$ cat config.mk
export PLATFORM = sky130hd
export DESIGN_NAME = elevator_car_controller
export DESIGN_NICKNAME = d
export VERILOG_FILES = /design/src/rtl/elev_pkg.sv /design/src/rtl/elev_ctrl.sv /design/src/rtl/elev_dpath.sv /design/src/rtl/elevator_car_controller.sv
export SDC_FILE = /design/constraint.sdc
export NUM_CORES = 1
export LEC_CHECK = 0
export BUFFER_PORTS_ARGS = -buffer_cell sky130_fd_sc_hd__buf_2
export CAP_MARGIN = 20
export CELL_PAD_IN_SITES_DETAIL_PLACEMENT = 0
export CELL_PAD_IN_SITES_GLOBAL_PLACEMENT = 1
export CORE_MARGIN = 2
export CORE_UTILIZATION = 50
export DETAILED_ROUTE_END_ITERATION = 8
export PLACE_DENSITY_LB_ADDON = 0.3
export REMOVE_ABC_BUFFERS = 1
export SLEW_MARGIN = 10
export SYNTH_ARGS = -nofsm -noshare
export SYNTH_HDL_FRONTEND = slang
export SYNTH_SLANG_ARGS = --single-unit
$ cat constraint.sdc
create_clock -name clock -period 3.45 [get_ports clock]
set_input_delay 0.1725 -clock clock [delete_from_list [all_inputs] [get_ports clock]]
set_output_delay 0.1725 -clock clock [all_outputs]
set_load 0.03 [all_outputs]
$ cat src/rtl/elev_pkg.sv
`default_nettype none

package elev_pkg;

   // Field widths of the item and result transfers.
   localparam int CMD_W   = 3;
   localparam int FLOOR_W = 5;
   localparam int MODE_W  = 3;
   localparam int COUNT_W = 5;

   // Request queue geometry.
   localparam int QDEPTH = 16;
   localparam int QADDR_W = $clog2(QDEPTH);

   // Defaults for the top-level parameters.
   localparam int MAX_FLOORS_DEF     = 16;
   localparam int OBSTACLE_TICKS_DEF = 20;

   // The floor the car parks at on a fire alarm and after reset.
   localparam logic [FLOOR_W-1:0] HOME_FLOOR = FLOOR_W'(1);

   typedef enum logic [CMD_W-1:0] {
      CMD_TICK     = 3'd0,
      CMD_ADD      = 3'd1,
      CMD_FIRE     = 3'd2,
      CMD_OBSTACLE = 3'd3,
      CMD_OPEN     = 3'd4,
      CMD_CLOSE    = 3'd5,
      CMD_RESET    = 3'd6
   } cmd_type;

   typedef enum logic [MODE_W-1:0] {
      MODE_IDLE      = 3'd0,
      MODE_MOVING    = 3'd1,
      MODE_OPENING   = 3'd2,
      MODE_CLOSING   = 3'd3,
      MODE_EMERGENCY = 3'd4
   } mode_type;

   // Controller to datapath.
   typedef struct packed {
      logic latch;    // capture the accepted command
      logic rd_head;  // read the request at the head of the queue
      logic rd_scan;  // read the next queued request for the duplicate search
      logic exec;     // commit the command to the car state
   } ctl_type;

   // Datapath to controller.
   typedef struct packed {
      logic need_head;  // the latched tick must read the request at the head of the queue
      logic need_scan;  // the latched add request must be checked for a duplicate
      logic scan_more;  // queued requests remain to be read by the search
   } stat_type;

endpackage

`default_nettype wire

$ cat src/rtl/elev_ctrl.sv
`default_nettype none

module elev_ctrl (
   input  wire logic              clock,
   input  wire logic              reset,
   input  wire logic              start,
   input  wire elev_pkg::stat_type stat,
   output elev_pkg::ctl_type      ctl,
   output logic                   busy,
   output logic                   rsp_valid
);
   import elev_pkg::*;

   typedef enum logic [1:0] {
      ST_IDLE,
      ST_DECODE,
      ST_HEAD,
      ST_SCAN
   } state_type;

   state_type state_ff, state_in;
   logic      rsp_valid_ff;

   always_comb begin
      ctl      = '0;
      state_in = state_ff;
      case (state_ff)
         ST_IDLE: begin
            if (start) begin
               ctl.latch = 1'b1;
               state_in  = ST_DECODE;
            end
         end
         ST_DECODE: begin
            if (stat.need_head) begin
               ctl.rd_head = 1'b1;
               state_in    = ST_HEAD;
            end else if (stat.need_scan) begin
               ctl.rd_scan = 1'b1;
               state_in    = ST_SCAN;
            end else begin
               ctl.exec = 1'b1;
               state_in = ST_IDLE;
            end
         end
         ST_HEAD: begin
            ctl.exec = 1'b1;
            state_in = ST_IDLE;
         end
         ST_SCAN: begin
            if (stat.scan_more) begin
               ctl.rd_scan = 1'b1;
            end else begin
               ctl.exec = 1'b1;
               state_in = ST_IDLE;
            end
         end
         default: begin
            state_in = ST_IDLE;
         end
      endcase
   end

   always_ff @(posedge clock) begin
      if (reset) begin
         state_ff     <= ST_IDLE;
         rsp_valid_ff <= 1'b0;
      end else begin
         state_ff     <= state_in;
         rsp_valid_ff <= ctl.exec;
      end
   end

   assign busy      = (state_ff != ST_IDLE);
   assign rsp_valid = rsp_valid_ff;

   // A result strobe always drops again straight after it is shown.
   a_single_strobe: assert property (@(posedge clock) disable iff (reset)
      rsp_valid_ff |=> !rsp_valid_ff)
      else $error("result strobe held for two cycles");

   // An accepted command always makes the block busy in the next cycle.
   a_accept_busy: assert property (@(posedge clock) disable iff (reset)
      (start && !busy) |=> busy)
      else $error("accepted command did not start work");

   // Every commit is followed by a result strobe and a free block.
   a_exec_done: assert property (@(posedge clock) disable iff (reset)
      ctl.exec |=> (rsp_valid_ff && !busy))
      else $error("commit not followed by a result");

endmodule

`default_nettype wire

$ cat src/rtl/elev_dpath.sv
`default_nettype none

module elev_dpath #(
   parameter int MAX_FLOORS     = elev_pkg::MAX_FLOORS_DEF,
   parameter int OBSTACLE_TICKS = elev_pkg::OBSTACLE_TICKS_DEF
) (
   input  wire logic                        clock,
   input  wire logic                        reset,
   input  wire elev_pkg::ctl_type           ctl,
   input  wire logic [elev_pkg::CMD_W-1:0]   req_cmd,
   input  wire logic [elev_pkg::FLOOR_W-1:0] req_request_floor,
   output elev_pkg::stat_type               stat,
   output logic [elev_pkg::FLOOR_W-1:0]      rsp_current_floor,
   output logic [elev_pkg::MODE_W-1:0]       rsp_car_mode,
   output logic [elev_pkg::COUNT_W-1:0]      rsp_pending_count,
   output logic                             rsp_fire_lock,
   output logic                             rsp_obstacle_active,
   output logic                             rsp_request_accepted
);
   import elev_pkg::*;

   localparam int OBS_W = $clog2(OBSTACLE_TICKS + 1);
   localparam logic [OBS_W-1:0] OBS_LOAD = OBS_W'(OBSTACLE_TICKS);
   localparam logic [FLOOR_W+1:0] TOP_FLOOR = (FLOOR_W+2)'(MAX_FLOORS);
   localparam logic [COUNT_W-1:0] QFULL = COUNT_W'(QDEPTH);

   logic [FLOOR_W-1:0] queue_mem [QDEPTH];

   logic [CMD_W-1:0]   cmd_ff;
   logic [FLOOR_W-1:0] req_floor_ff;
   logic [COUNT_W-1:0] idx_ff, idx_in;
   logic               cmp_vld_ff;
   logic               hit_ff, hit_in;
   logic [FLOOR_W-1:0] rd_data_ff;

   logic [QADDR_W-1:0] head_ff, head_in;
   logic [COUNT_W-1:0] count_ff, count_in;
   logic [FLOOR_W-1:0] floor_ff, floor_in;
   mode_type           mode_ff, mode_in;
   logic               fire_ff, fire_in;
   logic               obs_ff, obs_in;
   logic [OBS_W-1:0]   oticks_ff, oticks_in;
   logic               acc_ff, acc_in;

   logic [QADDR_W-1:0] rd_addr;
   logic [QADDR_W-1:0] wr_addr;
   logic               wr_en;
   logic               floor_ok;
   logic               dup;
   logic [FLOOR_W-1:0] step_floor;

   assign rd_addr  = ctl.rd_head ? head_ff : head_ff + idx_ff[QADDR_W-1:0];
   assign wr_addr  = head_ff + count_ff[QADDR_W-1:0];
   assign floor_ok = (req_floor_ff != '0) && ({2'b00, req_floor_ff} <= TOP_FLOOR);
   assign hit_in   = hit_ff || (cmp_vld_ff && (rd_data_ff == req_floor_ff));
   assign dup      = hit_in;
   assign idx_in   = ctl.rd_scan ? idx_ff + COUNT_W'(1) : idx_ff;

   assign stat.need_head = (cmd_ff == CMD_TICK) && !fire_ff && !obs_ff && (count_ff != '0)
                           && ((mode_ff == MODE_IDLE) || (mode_ff == MODE_MOVING));
   assign stat.need_scan = (cmd_ff == CMD_ADD) && floor_ok && (count_ff != '0)
                           && (count_ff != QFULL);
   assign stat.scan_more = (idx_ff != count_ff);

   // One floor toward the request at the head of the queue.
   always_comb begin
      if (rd_data_ff > floor_ff) begin
         step_floor = floor_ff + FLOOR_W'(1);
      end else if (rd_data_ff < floor_ff) begin
         step_floor = floor_ff - FLOOR_W'(1);
      end else begin
         step_floor = floor_ff;
      end
   end

   always_comb begin
      head_in   = head_ff;
      count_in  = count_ff;
      floor_in  = floor_ff;
      mode_in   = mode_ff;
      fire_in   = fire_ff;
      obs_in    = obs_ff;
      oticks_in = oticks_ff;
      acc_in    = acc_ff;
      wr_en     = 1'b0;
      if (ctl.exec) begin
         acc_in = 1'b0;
         case (cmd_ff)
            CMD_TICK: begin
               if (!fire_ff) begin
                  if (obs_ff) begin
                     if (oticks_ff != '0) begin
                        oticks_in = oticks_ff - OBS_W'(1);
                        if (oticks_ff == OBS_W'(1)) begin
                           obs_in  = 1'b0;
                           mode_in = MODE_IDLE;
                        end
                     end
                  end else if (count_ff == '0) begin
                     mode_in = MODE_IDLE;
                  end else if ((mode_ff == MODE_IDLE) || (mode_ff == MODE_MOVING)) begin
                     mode_in  = MODE_MOVING;
                     floor_in = step_floor;
                     if (step_floor == rd_data_ff) begin
                        head_in  = head_ff + QADDR_W'(1);
                        count_in = count_ff - COUNT_W'(1);
                     end
                  end
               end
            end
            CMD_ADD: begin
               if (floor_ok && (count_ff != QFULL) && !dup) begin
                  wr_en    = 1'b1;
                  count_in = count_ff + COUNT_W'(1);
                  acc_in   = 1'b1;
               end
            end
            CMD_FIRE: begin
               mode_in  = MODE_EMERGENCY;
               fire_in  = 1'b1;
               floor_in = HOME_FLOOR;
            end
            CMD_OBSTACLE: begin
               if (mode_ff == MODE_CLOSING) begin
                  obs_in    = 1'b1;
                  oticks_in = OBS_LOAD;
                  mode_in   = MODE_EMERGENCY;
               end
            end
            CMD_OPEN: begin
               mode_in = MODE_OPENING;
            end
            CMD_CLOSE: begin
               mode_in = MODE_CLOSING;
            end
            CMD_RESET: begin
               head_in   = '0;
               count_in  = '0;
               floor_in  = HOME_FLOOR;
               mode_in   = MODE_IDLE;
               fire_in   = 1'b0;
               obs_in    = 1'b0;
               oticks_in = '0;
            end
            default: begin
            end
         endcase
      end
   end

   always_ff @(posedge clock) begin
      if (wr_en) begin
         queue_mem[wr_addr] <= req_floor_ff;
      end
      if (ctl.rd_head || ctl.rd_scan) begin
         rd_data_ff <= queue_mem[rd_addr];
      end
      if (ctl.latch) begin
         cmd_ff       <= req_cmd;
         req_floor_ff <= req_request_floor;
      end
   end

   always_ff @(posedge clock) begin
      if (reset) begin
         idx_ff     <= '0;
         cmp_vld_ff <= 1'b0;
         hit_ff     <= 1'b0;
         head_ff    <= '0;
         count_ff   <= '0;
         floor_ff   <= HOME_FLOOR;
         mode_ff    <= MODE_IDLE;
         fire_ff    <= 1'b0;
         obs_ff     <= 1'b0;
         oticks_ff  <= '0;
         acc_ff     <= 1'b0;
      end else begin
         idx_ff     <= ctl.latch ? '0 : idx_in;
         cmp_vld_ff <= ctl.rd_scan;
         hit_ff     <= ctl.latch ? 1'b0 : hit_in;
         head_ff    <= head_in;
         count_ff   <= count_in;
         floor_ff   <= floor_in;
         mode_ff    <= mode_in;
         fire_ff    <= fire_in;
         obs_ff     <= obs_in;
         oticks_ff  <= oticks_in;
         acc_ff     <= acc_in;
      end
   end

   assign rsp_current_floor    = floor_ff;
   assign rsp_car_mode         = mode_ff;
   assign rsp_pending_count    = count_ff;
   assign rsp_fire_lock        = fire_ff;
   assign rsp_obstacle_active  = obs_ff;
   assign rsp_request_accepted = acc_ff;

   a_count_bound: assert property (@(posedge clock) disable iff (reset)
      count_ff <= QFULL)
      else $error("request queue count beyond its depth");

   // The fire lock keeps the car parked at the home floor.
   a_fire_home: assert property (@(posedge clock) disable iff (reset)
      fire_ff |-> (floor_ff == HOME_FLOOR))
      else $error("car left the home floor under fire lock");

   // The obstacle flag is never set while its countdown is empty.
   a_obs_count: assert property (@(posedge clock) disable iff (reset)
      obs_ff |-> (oticks_ff != '0))
      else $error("obstacle flag set with an empty countdown");

endmodule

`default_nettype wire

$ cat src/rtl/elevator_car_controller.sv
// Elevator car controller: one command transfer in, one result transfer out.
// The result strobe is registered from the commit. Most commands commit right after
// they are decoded; a tick that moves the car first reads the head request, and an
// add request is first checked against each queued request in turn.
// Throughput: a new command can be accepted in the cycle the result is shown.
// Reset is synchronous; the receiver cannot stall and takes each result at once.
`default_nettype none

module elevator_car_controller #(
   parameter int MAX_FLOORS     = elev_pkg::MAX_FLOORS_DEF,
   parameter int OBSTACLE_TICKS = elev_pkg::OBSTACLE_TICKS_DEF
) (
   input  wire logic                        clock,
   input  wire logic                        reset,
   input  wire logic                        start,
   output logic                             busy,
   input  wire logic [elev_pkg::CMD_W-1:0]   req_cmd,
   input  wire logic [elev_pkg::FLOOR_W-1:0] req_request_floor,
   output logic                             rsp_valid,
   output logic [elev_pkg::FLOOR_W-1:0]      rsp_current_floor,
   output logic [elev_pkg::MODE_W-1:0]       rsp_car_mode,
   output logic [elev_pkg::COUNT_W-1:0]      rsp_pending_count,
   output logic                             rsp_fire_lock,
   output logic                             rsp_obstacle_active,
   output logic                             rsp_request_accepted
);
   import elev_pkg::*;

   // The controller sequences each command: it captures the transfer, then
   // either commits at once, reads the head request for a moving tick, or
   // walks the queue one entry per cycle to reject a duplicate request.
   // The datapath holds the queue memory and the car state. The car state
   // registers also drive the result ports, so a result stays valid while
   // the next command is being taken in.
   ctl_type  ctl;
   stat_type stat;

   elev_ctrl u_ctrl (
      .clock     (clock),
      .reset     (reset),
      .start     (start),
      .stat      (stat),
      .ctl       (ctl),
      .busy      (busy),
      .rsp_valid (rsp_valid)
   );

   elev_dpath #(
      .MAX_FLOORS     (MAX_FLOORS),
      .OBSTACLE_TICKS (OBSTACLE_TICKS)
   ) u_dpath (
      .clock                (clock),
      .reset                (reset),
      .ctl                  (ctl),
      .req_cmd              (req_cmd),
      .req_request_floor    (req_request_floor),
      .stat                 (stat),
      .rsp_current_floor    (rsp_current_floor),
      .rsp_car_mode         (rsp_car_mode),
      .rsp_pending_count    (rsp_pending_count),
      .rsp_fire_lock        (rsp_fire_lock),
      .rsp_obstacle_active  (rsp_obstacle_active),
      .rsp_request_accepted (rsp_request_accepted)
   );

endmodule

`default_nettype wire

* Word level (Yosys, flattened, before mapping)
Memory sizes are Yosys's and may differ from the RTL's. A register that Yosys moved wholly into a read port is not among the register bits.
Cells that the tools add are included.
** Cells by class
- Add/sub/neg operators :: 9
- Multiply operators :: 0
- Div/mod/pow operators :: 0
- Order comparisons :: 3
- Equal/unequal tests :: 30
- Shift-type cells :: 0
- Multiplexer cells :: 62
- Bitwise logic cells :: 0
- Reductions and logical operators :: 41
** Operators by type and width (count)
- $mux W5 :: 16
- $pmux W5 S3 :: 2
- $mux W4 :: 6
- $mux W3 :: 7
- $mux W1 :: 18
- $ne A2 B2 Y1 const B :: 9
- $pmux W3 S6 :: 1
- $add A5 B1 Y5 const B :: 3
- $reduce_bool A5 Y1 :: 3
- $sub A5 B1 Y5 const B :: 3
- $reduce_and A7 Y1 :: 2
- $reduce_and A6 Y1 :: 2
- $logic_and A1 B1 Y1 :: 11
- $eq A5 B5 Y1 :: 2
- $mux W2 :: 5
- $pmux W5 S2 :: 1
- $eq A3 B2 Y1 const B :: 3
- $eq A3 B3 Y1 const B :: 3
- $add A4 B4 Y4 :: 2
- $pmux W2 S4 :: 1
- $pmux W4 S2 :: 1
- $reduce_and A8 Y1 :: 1
- $reduce_bool A2 Y1 :: 4
- $eq A3 B1 Y1 const B :: 2
- 24 further kinds :: 37
** Storage, ports and cells
- Bits in registers :: 43
- Latch bits :: 0
- RAM bits :: 80
- ROM bits :: 0
- Input port bits :: 11
- Output and inout port bits :: 18
- Memories kept :: 1
** Memory list
- u_dpath.queue_mem :: words 16, bits a word 5, read ports 1, clocked after memory_dff 1, wr ports 1, RTL line elev_dpath.sv:27 : logic [FLOOR_W-1:0] queue_mem [QDEPTH];

* Longest topological paths before layout
- Depth after elaboration :: 11
- Mapped depth :: 12
- Depth with buffers taken out :: 11

* Hierarchy
From an unflattened synthesis, not the netlist that was laid out.
** Second synthesis, totals
- Cells, all modules :: 519
- Area, all modules :: 6485.0 sq um
** By module, submodules not included
- elev_dpath :: instances 1, cells each 498, area an instance 6288.5 sq um
- elev_ctrl :: instances 1, cells each 21, area an instance 196.4 sq um

* Worst setup path after synthesis
No wires, ideal clock.
- Kind :: flip-flop to flip-flop
- From :: reg u_dpath.floor_ff[2] (netlist: u_dpath.rsp_current_floor[2])
- To :: reg u_dpath.count_ff[0] (netlist: u_dpath.rsp_pending_count[0])
- Arrival time :: 3095 ps
- Data required time :: 3327 ps
- Slack :: 231 ps
- Stages on the path, launching flop included :: 13
- Path buffers :: 2
- Clock period less this slack :: 3219 ps
- Cell sequence :: dfxtp_1 clkbuf_1 inv_1 ha_1 and3_1 nand3_1 or4_1 nor2_1 a311o_1 a31oi_1 or3_1 buf_2 mux2_1
** On the way
- Longest elaborated chain between the ends :: 6
- Elaborated cells between the ends (all ways) :: 9
- Those cells by class :: add/sub (2); order compare (2); eq/ne (2); mux (2); reduce/logical (1)
** Ends and longest elaborated chain
- start: declaration :: RTL line elev_dpath.sv:38 : logic [FLOOR_W-1:0] floor_ff, floor_in;
- start signal: assignment :: RTL line elev_dpath.sv:183 : floor_ff <= floor_in;
- $sub A5 B1 Y5 / $lt A5 B5 Y1 (equally long branches) :: RTL line elev_dpath.sv:70, elev_dpath.sv:69
- $mux W5 :: RTL line elev_dpath.sv:69 : end else if (rd_data_ff < floor_ff) begin
- $mux W5 * :: RTL line elev_dpath.sv:67 : if (rd_data_ff > floor_ff) begin
- $eq A5 B5 Y1 * :: RTL line elev_dpath.sv:104 : if (step_floor == rd_data_ff) begin
- $ne A2 B2 Y1 (no line) *
- $reduce_and A8 Y1 (no line) *
- end signal: assignment :: RTL line elev_dpath.sv:182 : count_ff <= count_in;
- end: declaration :: RTL line elev_dpath.sv:37 : logic [COUNT_W-1:0] count_ff, count_in;
Mark *: on every way between the ends. The rest lies on a longest branch, timed or not.
A chain may end at the register's enable or synchronous reset.

* Worst setup path in the final report
- From :: reg u_dpath.count_ff[2] (netlist: u_dpath.rsp_pending_count[2])
- To :: reg u_dpath.rd_data_ff[1] (read register of u_dpath.queue_mem) (data pin)
** On the way
- Longest elaborated chain between the ends :: 7
- Elaborated cells between the ends (all ways) :: 15
- Those cells by class :: eq/ne (2); mux (7); reduce/logical (6)
** Ends and longest elaborated chain
- $reduce_bool A5 Y1 :: RTL line elev_dpath.sv:59, elev_dpath.sv:61
- $logic_and A1 B1 Y1 :: RTL line elev_dpath.sv:61 : assign stat.need_scan = (cmd_ff == CMD_ADD) && floor_ok && (count_ff != '0)
- $logic_and A1 B1 Y1 :: RTL line elev_dpath.sv:62 : && (count_ff != QFULL);
- $mux W1 :: RTL line elev_ctrl.sv:38 : end else if (stat.need_scan) begin
- $mux W2 :: RTL line elev_ctrl.sv:35 : if (stat.need_head) begin
- $pmux W1 S2 :: RTL line elev_ctrl.sv:27 : case (state_ff)
- $logic_or A1 B1 Y1 :: RTL line elev_dpath.sv:155 : if (ctl.rd_head || ctl.rd_scan) begin
- end: declaration :: RTL line elev_dpath.sv:34 : logic [FLOOR_W-1:0] rd_data_ff;
Several ways; a longest one is shown, not always the timed one.

==> flow_summary.ini <==
[sta]
clock-skew-final_ns = 0.00625
setup_ws_ns = 0.152
holdWs_ns = 0.0133
fmax_ghz = 0.303
slew_violations = 0
setup_viol = 0
hold_viol_final = 0
fin_crit_sh = 0.956
fin_crit_ns = 3.30
slew_headroom = 0.457
tightest_slew_ns = 0.809
rsz0062_at_grt = no

[cts]
cts_buffer_depth = 2
cts_made_buffers = 17
cts_root_buf = clkbuf_16
worstSkewPairLatency_ns = 0.42
cts_tree = built
htree_levels = 4
cts.sinks = 128
post-cts-setup-buffers = 0
cts.clk_slew.worst_paths_ns = 0.06

[floorplanning]
dieHeight_um = 117
fp.dieW_um = 117
ioPinCount = 29
num_rows = 41
die_area_mm2 = 0.0137
core_mm2 = 0.0126
start_util = 0.509

[critical_path]
endpoint_kind = flop
cpMostUsedCell = a21oi_1
worstPathMaxFanout = 13
crit_end = u_dpath.rd_data_ff[1]
crit_buf_inv = 1
r2r_setup_slack_ns = 0.15
arrival_ns = 3.43
critPathRequiredTime_ns = 3.58
crit_path_start = u_dpath.rsp_pending_count[2]
r2r_start = u_dpath.rsp_pending_count[2]
timing.rr.end = u_dpath.rd_data_ff[1]
crit_cells = 8
cpMaxStageDelayCell = mux2i_4
critPathKind = flop to flop
crit_family = compound AO/OA/AOI/OAI gates
r2r_cells = 8
critPathMaxStageDelay_ns = 0.63
cp-start-kind = flop
path_cells = or4_4 -> o2111ai_2 -> mux2i_4 -> buf_4 -> mux2i_1 -> a21oi_1 -> a21oi_1 -> a21oi_1

[drt]
wl_per_cell_um = 18.4
maxUsedRoutingLayer = met4
ant_nets = 0
dr_wl_met3_um = 771
wirelength_mm = 14.6
viasPerCell = 5.81
num_vias = 4629
dr_wl_met2_mm = 6.80
first_pass_iters = 5
drt-initial-drc-count = 333
drc = 0
met1Wirelength_mm = 6.86

[placement]
dp_hpwl_mm = 10.3
port_buffers = 28
place.gp.congestion = 0.876
place_worst_setup_slack_ns = 0.0527

[synthesis]
synthSimpleGateAreaFrac = 0.137
synth_xor_area_frac = 0.0397
yosysSeqAreaShare = 0.546
synthArstFlopShare = 0
ys_warn_count = 0
yosys.area_share.adder = 0.0485
synth_ff_type = edfxtp_1
synth_area_mm2 = 0.00640
ys_types = 63
synth_seq_cells = 128
synth_edf_count = 93
synth_top_family_by_area = simple AND/OR/NAND/NOR gates
netlist.area_leader.share = 0.436
syn_area_per_cell_um2 = 11.6
syn_inst = 551
synth_area_leaders = edfxtp_1, dfxtp_1, ha_1, a21oi_1, nor2_1
synth.mux.area_fraction = 0.0815
synth_compound_area_frac = 0.118
netlist.top_cell.by_area = edfxtp_1

[layout]
area_delta_synth_final_pct = 17.7
antenna_cells = 0
nets = 646
drive_gt1_frac = 0.178

[power]
power_density_mw_per_mm2 = 482
total_power_mw = 3.63
p_leak_nw = 2.94
peakVddDrop_mv = 0.414

[global_route]
grt_max_degree = 31
grt_pass1_vias = 4432
grt_pass1_wl_mm = 23.0
grt_usage = 0.228
antenna_found_initial = 0
overflow = 0

[worst_hold_path]
hold_class = input port to flop

[outcome]
status = completed

[run]
maxCapViolCount = 0
==> metal layers <==
layer | track usage | up-vias
li1 | - | 2204
met1 | 0.325 | 2279
met2 | 0.348 | 129
met3 | 0.0577 | 17
met4 | 0.0698 | 0
met5 | 0 | -
==> cells in the mapped netlist (all sizes together) (8+ instances only) <==
library cell and instances:
edfxtp 93, nor2 59, a21oi 47, nand2 37, dfxtp 35, inv 25
ha 20, nand3 19, xor2 18, o21ai 17, mux2i 15, nor2b 12
a211oi 11, mux2 11, nor3 11, xnor2 11, buf 10, mux4 10
clkbuf 8
==> report_power, final <==
group | total [mW] | internal, mW | switching (mW) | leakage, nW
clock | 1.77 | 1.10 | 0.671 | 0.283
combinational | 0.181 | 0.0659 | 0.115 | 1.53
sequential | 1.67 | 1.66 | 0.0113 | 1.12
total | 3.63 | 2.83 | 0.798 | 2.94
==> through the flow <==
step                       util  instances  setup TNS (ns)  cell area [um2]
after floorplan               -        533           -4.02             6310
after global placement    0.546        757               0             6860
after detailed placement  0.546        757               0             6860
after CTS                 0.599        797               0             7530
after global routing      0.600        797               0             7540
final                     0.600        797               0             7540
==> layout make-up <==
| type | instances | area, um2 |
|---|---|---|
| clock buffer | 20 | 457 |
| clock inverter | 12 | 133 |
| fill | 1009 | 5030 |
| inverter | 25 | 93.8 |
| multi-input combinational | 380 | 2750 |
| sequential | 128 | 3490 |
| tap | 172 | 215 |
| timing repair buffer | 60 | 400 |
==> worst min-delay path by stage <==
| stage | from | endpoint | slack (ns) | depth (start not counted) |
|---|---|---|---|---|
| 2_1_floorplan | reset | u_ctrl.state_ff[0] | 0.24 | 1 |
| 3_3_place_gp | req_cmd[1] | u_dpath.cmd_ff[1] | 0.35 | 1 |
| 3_5_place_dp | req_request_floor[4] | u_dpath.req_floor_ff[4] | 0.35 | 1 |
| 4_1_cts | start | u_ctrl.state_ff[1] | 0.007 | 2 |
| 5_1_grt | start | u_ctrl.state_ff[1] | 0.03 | 2 |
| 6_report | start | u_ctrl.state_ff[1] | 0.01 | 2 |
==> placed cells by master, fill, tap and decap left out, types with 4 or more instances in the layout <==
| master | instances |
|---|---|
| xor2_1 | 18 |
| nor4_1 | 6 |
| buf_2 | 28 |
| nand3_1 | 19 |
| o21ai_0 | 14 |
| o32ai_1 | 4 |
| dfxtp_1 | 35 |
| nand2_1 | 37 |
| mux2i_1 | 13 |
| nor2_1 | 59 |
| inv_1 | 25 |
| xnor2_1 | 11 |
| nor3_1 | 9 |
| a211oi_1 | 11 |
| o41ai_1 | 4 |
| mux4_1 | 6 |
| buf_4 | 24 |
| edfxtp_1 | 93 |
| mux2_2 | 10 |
| or3_1 | 5 |
| ha_1 | 20 |
| nor2b_1 | 12 |
| a21o_1 | 7 |
| nand4_1 | 5 |
| mux4_2 | 4 |
| dlygate4sd3_1 | 8 |
| and3_1 | 6 |
| a21oi_1 | 45 |
| clkbuf_16 | 17 |
==> flip-flops by register name, summed over array words and instances (netlist names), 4 cells and up <==
register / flops
u_dpath.idx_ff: 5
u_dpath.queue_mem: 80
u_dpath.oticks_ff: 5
u_dpath.rd_data_ff: 5
u_dpath.head_ff: 4
u_dpath.req_floor_ff: 5
u_dpath.rsp_current_floor: 5
u_dpath.rsp_pending_count: 5
==> logic make-up after synthesis <==
family	Yosys count
fa+ha+maj	23
buf+inv	43
mux	36
xor+xnor	29
simple gates	178
flops	128
compound gates	114
==> repair_timing <==
| item | 4_1_cts | 5_1_grt |
|---|---|---|
| setup endpoints to repair | 0 | 6 |
| gates resized for setup | 0 | 2 |
| hold buffers | 8 | 0 |
| hold endpoints to repair | 8 | 0 |
Note: power is estimated with default switching activity, not from simulation.
